### src/ffa_pkg.sv
`default_nettype none
package ffa_pkg;

    localparam int ADDR_W = 16;
    localparam int SIZE_W = 17;
    localparam int CNT_OUT_W = 9;

    typedef enum logic [1:0] {
        ST_OK       = 2'd0,
        ST_NOFIT    = 2'd1,
        ST_NOTALLOC = 2'd2,
        ST_FULL     = 2'd3
    } status_t;

    typedef struct packed {
        logic                  op;
        logic [SIZE_W-1:0]     req_size;
        logic [ADDR_W-1:0]     block_addr;
        logic                  addr_valid;
    } in_item_t;

    typedef struct packed {
        logic [ADDR_W-1:0]     granted_addr;
        status_t               status;
        logic [CNT_OUT_W-1:0]  free_entries;
        logic [CNT_OUT_W-1:0]  used_entries;
    } out_item_t;

    // One chunk of a list
    typedef struct packed {
        logic [ADDR_W-1:0] start;
        logic [SIZE_W-1:0] size;
    } seg_t;

    typedef enum logic [1:0] {
        WD_RDATA,
        WD_CAPT,
        WD_GRANT,
        WD_TAIL
    } wsel_t;

    typedef enum logic [2:0] {
        IDX_HOLD,
        IDX_INC,
        IDX_DEC,
        IDX_CNT,
        IDX_POS,
        IDX_POS1
    } idx_op_t;

    typedef struct packed {
        logic     load;
        logic     rd;
        logic     rd_prev;
        logic     wr;
        logic     wr_prev;
        logic     sel_used;
        wsel_t    wsel;
        idx_op_t  idx_op;
        logic     capture;
        logic     cnt_inc;
        logic     cnt_dec;
        logic     set_status;
        status_t  status_val;
        logic     grant;
        logic     publish;
    } dp_cmd_t;

    typedef struct packed {
        logic is_free;
        logic addr_valid;
        logic req_zero;
        logic idx_zero;
        logic idx_end;
        logic hit;
        logic key_less;
        logic tail;
        logic free_full;
        logic used_full;
        logic out_busy;
    } dp_stat_t;

endpackage
`default_nettype wire

### src/ffa_ctrl.sv
`default_nettype none
module ffa_ctrl
    import ffa_pkg::*;
(
    input  wire logic     clk,
    input  wire logic     rst_n,
    input  wire logic     req_valid,
    output logic          req_ready,
    input  wire dp_stat_t stat,
    output dp_cmd_t       cmd
);

    typedef enum logic [3:0] {
        S_IDLE,
        S_DISP,
        S_SCAN_CHK,
        S_SCAN_CMP,
        S_INS_SET,
        S_INS_CHK,
        S_INS_CMP,
        S_POST,
        S_TAIL,
        S_REM_CHK,
        S_REM_MV,
        S_FIN
    } state_t;

    state_t state_reg;
    state_t state_next;

    always_ff @(posedge clk or negedge rst_n)
    begin
        if (!rst_n)
        begin
            state_reg <= S_IDLE;
        end
        else
        begin
            state_reg <= state_next;
        end
    end

    assign req_ready = (state_reg == S_IDLE);

    always_comb
    begin
        cmd        = '0;
        state_next = state_reg;
        unique case (state_reg)
            S_IDLE:
            begin
                if (req_valid)
                begin
                    cmd.load   = 1'b1;
                    state_next = S_DISP;
                end
            end
            S_DISP:
            begin
                if (!stat.is_free && stat.req_zero)
                begin
                    cmd.set_status = 1'b1;
                    cmd.status_val = ST_NOFIT;
                    state_next     = S_FIN;
                end
                else if (stat.is_free && !stat.addr_valid)
                begin
                    state_next = S_FIN;
                end
                else
                begin
                    state_next = S_SCAN_CHK;
                end
            end
            S_SCAN_CHK:
            begin
                cmd.sel_used = stat.is_free;
                if (stat.idx_end)
                begin
                    cmd.set_status = 1'b1;
                    cmd.status_val = stat.is_free ? ST_NOTALLOC : ST_NOFIT;
                    state_next     = S_FIN;
                end
                else
                begin
                    cmd.rd     = 1'b1;
                    state_next = S_SCAN_CMP;
                end
            end
            S_SCAN_CMP:
            begin
                cmd.sel_used = stat.is_free;
                if (stat.hit)
                begin
                    if (stat.is_free ? stat.free_full : stat.used_full)
                    begin
                        cmd.set_status = 1'b1;
                        cmd.status_val = ST_FULL;
                        state_next     = S_FIN;
                    end
                    else
                    begin
                        cmd.capture = 1'b1;
                        state_next  = S_INS_SET;
                    end
                end
                else
                begin
                    cmd.idx_op = IDX_INC;
                    state_next = S_SCAN_CHK;
                end
            end
            S_INS_SET:
            begin
                cmd.sel_used = !stat.is_free;
                cmd.idx_op   = IDX_CNT;
                state_next   = S_INS_CHK;
            end
            S_INS_CHK:
            begin
                cmd.sel_used = !stat.is_free;
                if (stat.idx_zero)
                begin
                    cmd.wr      = 1'b1;
                    cmd.wsel    = stat.is_free ? WD_CAPT : WD_GRANT;
                    cmd.cnt_inc = 1'b1;
                    state_next  = S_POST;
                end
                else
                begin
                    cmd.rd      = 1'b1;
                    cmd.rd_prev = 1'b1;
                    state_next  = S_INS_CMP;
                end
            end
            S_INS_CMP:
            begin
                cmd.sel_used = !stat.is_free;
                cmd.wr       = 1'b1;
                if (stat.key_less)
                begin
                    cmd.wsel   = WD_RDATA;
                    cmd.idx_op = IDX_DEC;
                    state_next = S_INS_CHK;
                end
                else
                begin
                    cmd.wsel    = stat.is_free ? WD_CAPT : WD_GRANT;
                    cmd.cnt_inc = 1'b1;
                    state_next  = S_POST;
                end
            end
            S_POST:
            begin
                if (!stat.is_free && stat.tail)
                begin
                    cmd.idx_op = IDX_POS;
                    state_next = S_TAIL;
                end
                else
                begin
                    cmd.idx_op = IDX_POS1;
                    state_next = S_REM_CHK;
                end
            end
            S_TAIL:
            begin
                cmd.wr     = 1'b1;
                cmd.wsel   = WD_TAIL;
                cmd.grant  = 1'b1;
                state_next = S_FIN;
            end
            S_REM_CHK:
            begin
                cmd.sel_used = stat.is_free;
                if (stat.idx_end)
                begin
                    cmd.cnt_dec = 1'b1;
                    cmd.grant   = !stat.is_free;
                    state_next  = S_FIN;
                end
                else
                begin
                    cmd.rd     = 1'b1;
                    state_next = S_REM_MV;
                end
            end
            S_REM_MV:
            begin
                cmd.sel_used = stat.is_free;
                cmd.wr       = 1'b1;
                cmd.wr_prev  = 1'b1;
                cmd.wsel     = WD_RDATA;
                cmd.idx_op   = IDX_INC;
                state_next   = S_REM_CHK;
            end
            S_FIN:
            begin
                if (!stat.out_busy)
                begin
                    cmd.publish = 1'b1;
                    state_next  = S_IDLE;
                end
            end
            default:
            begin
                state_next = S_IDLE;
            end
        endcase
    end

endmodule
`default_nettype wire

### config.mk
export PLATFORM = sky130hd
export DESIGN_NAME = ffa_ctrl
export DESIGN_NICKNAME = d
export VERILOG_FILES = /design/src/ffa_pkg.sv /design/src/ffa_ctrl.sv
export SDC_FILE = /design/constraint.sdc
export NUM_CORES = 1
export LEC_CHECK = 0
export BUFFER_PORTS_ARGS = -buffer_cell sky130_fd_sc_hd__buf_2
export CAP_MARGIN = 20
export CELL_PAD_IN_SITES_DETAIL_PLACEMENT = 0
export CELL_PAD_IN_SITES_GLOBAL_PLACEMENT = 1
export CORE_MARGIN = 1
export CORE_UTILIZATION = 25
export DETAILED_ROUTE_END_ITERATION = 10
export PLACE_DENSITY_LB_ADDON = 0.1
export SYNTH_ARGS = -nofsm -noshare
export SYNTH_HDL_FRONTEND = slang
export SYNTH_SLANG_ARGS = --single-unit
### constraint.sdc
create_clock -name clk -period 2.1 [get_ports clk]
set_clock_uncertainty 0.15 [all_clocks]
set_input_delay 0 -clock clk [delete_from_list [all_inputs] [get_ports clk]]
set_output_delay 0 -clock clk [all_outputs]
set_load 0.01 [all_outputs]
==> results_dict.tcl <==
set metrics [dict create \
    outcome "complete, no violations" \
    avgRoutedWirePerCell_um 13.7 \
    antenna_found_initial 0 \
    drtIter0Drc 19 \
    crit-reg2reg-launch "state_reg[3]$_DFFE_PN0P_" \
    finalSetupTns_ns 0 \
    relSlewSlack 0.713 \
    drcViolationCount 0 \
    numCtsBuffers 3 \
    crit_type "reg2out" \
    path_cells "nor2b_1 -> buf_4 -> nor2_1 -> o21ai_0 -> buf_2" \
    r2r_slack_ns 0.45 \
    pin_count 34 \
    dp_cells 159 \
    cts_tree "done" \
    clock.fmax_ghz 0.539 \
    antenna_cells 0 \
    p_per_area_mw_per_mm2 1200 \
    tightest_slew_ns 0.431 \
    cp.buffers_inverters 2 \
    place.gp.congestion 0.784 \
    htreeDepth 1 \
    final_cells 167 \
    clockBufferDepth 2 \
    num_vias 899 \
    place_worst_setup_slack_ns 0.467 \
    worstSetupStartpointType "flip-flop" \
    largest_register_ffs 4 \
    setup_ws_ns 0.245 \
    critPathCaptureType "output port" \
    peakVddDrop_mv 0.543 \
    synth_fp_nets 115 \
    finalInstanceArea_sq_um 932 \
    fp.dieArea_sq_mm 0.00292 \
    p_total_mw 1.12 \
    avgViaCountPerCell 5.38 \
    setup-violations-final 0 \
    drive_gt1_frac 0.321 \
    drv_slew 0 \
    timing.final.crit_share 0.883 \
    critPathArrivalTime_ns 1.70 \
    grt_max_degree 15 \
    die_w_um 54.1 \
    ys_ff_latch 4 \
    leakage_nw 0.459 \
    grt_pass1_vias 763 \
    rsz0062_at_grt "no" \
    clockRootBuffer "clkbuf_4" \
    grt_usage 0.162 \
    critPathTopFamily "flip-flops" \
    clk_latency_ns 0.23 \
    critPathMaxFanout 14 \
    coreArea_sq_mm 0.00252 \
    slowest_delay_ns 0.60 \
    postRouteAntennaNets 0 \
    post-route-min-period_ns 1.85 \
    critPathSlowestCell "dfrtp_1" \
    synth.avg_cell_area_sq_um 6.71 \
    area_growth_pct 37.5 \
    finalHoldViolations 0 \
    nets 153 \
    r2r-end "state_reg[0]$_DFFE_PN0P_" \
    die_h_um 54.1 \
    crit_required_ns 1.95 \
    grt.overflow.total 0 \
    hpwl_um 1740 \
    yosysWarningCount 0 \
    postCtsSetupBuffers 0 \
    start_util 0.269 \
    worstHoldStart "stat[4]" \
    grt_pass1_wl_um 3500 \
    hold_class "in2reg" \
    ys_types 36 \
    whs_endpoint "state_reg[1]$_DFFE_PN0P_" \
    syn_inst 101 \
    synthesis.area_sq_um 678 \
    first_pass_iters 5 \
    seq_area_frac_synth 0.148 \
    placementRows 18 \
    placed_area_sq_um 860 \
    clk_pin_slew_ns 0.04 \
    min_delay_path_depth 4 \
    ff2ff_path_depth 4 \
    mostFrequentLayoutCell "buf_2" \
    numPortBuffers 33 \
    routed_wl_um 2280 \
    drv_cap 0 \
    clock_sinks 4 \
    layout_common_cells "buf_2 (33), nor2_1 (10), nand2_1 (9), a21oi_1 (6)" \
]
synthesized netlist by cell type, drive strengths merged:
library cell | number | area, sq um
o21bai | 1 | 7.51
nand2 | 9 | 33.8
a21oi | 6 | 30.0
nor4 | 3 | 25.0
nand4 | 2 | 12.5
and3b | 1 | 8.76
nand2b | 5 | 31.3
nor2 | 10 | 37.5
and2 | 3 | 18.8
o21ai | 6 | 30.0
mux2 | 1 | 11.3
a21o | 1 | 7.51
buf | 9 | 51.3
mux2i | 1 | 10.0
a22o | 4 | 35.0
nor4b | 1 | 8.76
o2bb2ai | 1 | 8.76
o221ai | 1 | 8.76
o41ai | 1 | 8.76
nand3b | 1 | 7.51
nor3 | 5 | 25.0
nor2b | 5 | 33.8
a32oi | 1 | 8.76
a22oi | 1 | 7.51
dfrtp | 4 | 100
a2bb2oi | 1 | 8.76
and3 | 3 | 18.8
o22ai | 3 | 18.8
nand3 | 5 | 25.0
a41oi | 1 | 8.76
inv | 4 | 15.0
a2111oi | 1 | 15.0
routing by layer:
metal	track usage	wire length, um	up-vias
li1	-	-	449
met5	0	0	-
met3	0.00847	101	0
met1	0.222	1050	428
met4	0.0385	0	0
met2	0.276	1130	22
kinds of logic after synthesis:
group,after synthesis,synth area share
compound gates,29,0.301
simple gates,53,0.423
flops,4,0.148
buf+inv,13,0.0978
mux,2,0.0314
worst max path at each step:
stage,startpoint,to,slack (ns),cells past startpoint
after floorplan,state_reg[0]$_DFFE_PN0P_,state_reg[0]$_DFFE_PN0P_,0.64,4
after global placement,state_reg[2]$_DFFE_PN0P_,state_reg[0]$_DFFE_PN0P_,0.46,4
after detailed placement,state_reg[3]$_DFFE_PN0P_,state_reg[0]$_DFFE_PN0P_,0.47,4
after CTS,state_reg[3]$_DFFE_PN0P_,cmd[15],0.24,5
after global routing,state_reg[3]$_DFFE_PN0P_,cmd[15],0.13,5
final,state_reg[3]$_DFFE_PN0P_,cmd[15],0.25,5
where the power goes:
part	switching, mW	internal [mW]	total (mW)
clock network	0.0316	0.0640	0.0956
registers	0.115	0.112	0.226
logic	0.448	0.351	0.798
final cells by class:
| type | instances | area [sq um] |
|---|---|---|
| well taps | 30 | 37.5 |
| repair buffers | 42 | 245 |
| clock buffers | 3 | 22.5 |
| fillers | 269 | 1590 |
| flip-flops and latches | 4 | 100 |
| multi-input cells | 84 | 512 |
| inverters | 4 | 15.0 |
repair_timing:
| action | in CTS | in global routing |
|---|---|---|
| gates resized for setup | 0 | 0 |
| hold buffers | 5 | 0 |
| setup endpoints to repair | 0 | 0 |
| hold endpoints to repair | 6 | 0 |
stage by stage:
stage | utilization | hold WS (ns)
finish | 0.370 | 0.00551
global route | 0.370 | 0.0478
CTS | 0.370 | 0.00302
detailed placement | 0.341 | -0.334
global placement | 0.341 | -0.343
floorplan | - | -0.446
worst min-delay path, delay by kind of cell:
| family | cells | cell delay [ns] |
|---|---|---|
| AND/OR/NAND/NOR | 1 | 0.08 |
| AO/OA/AOI/OAI | 2 | 0.16 |
| buffers and inverters | 1 | 0.09 |
(Power assumes the default switching activity.)
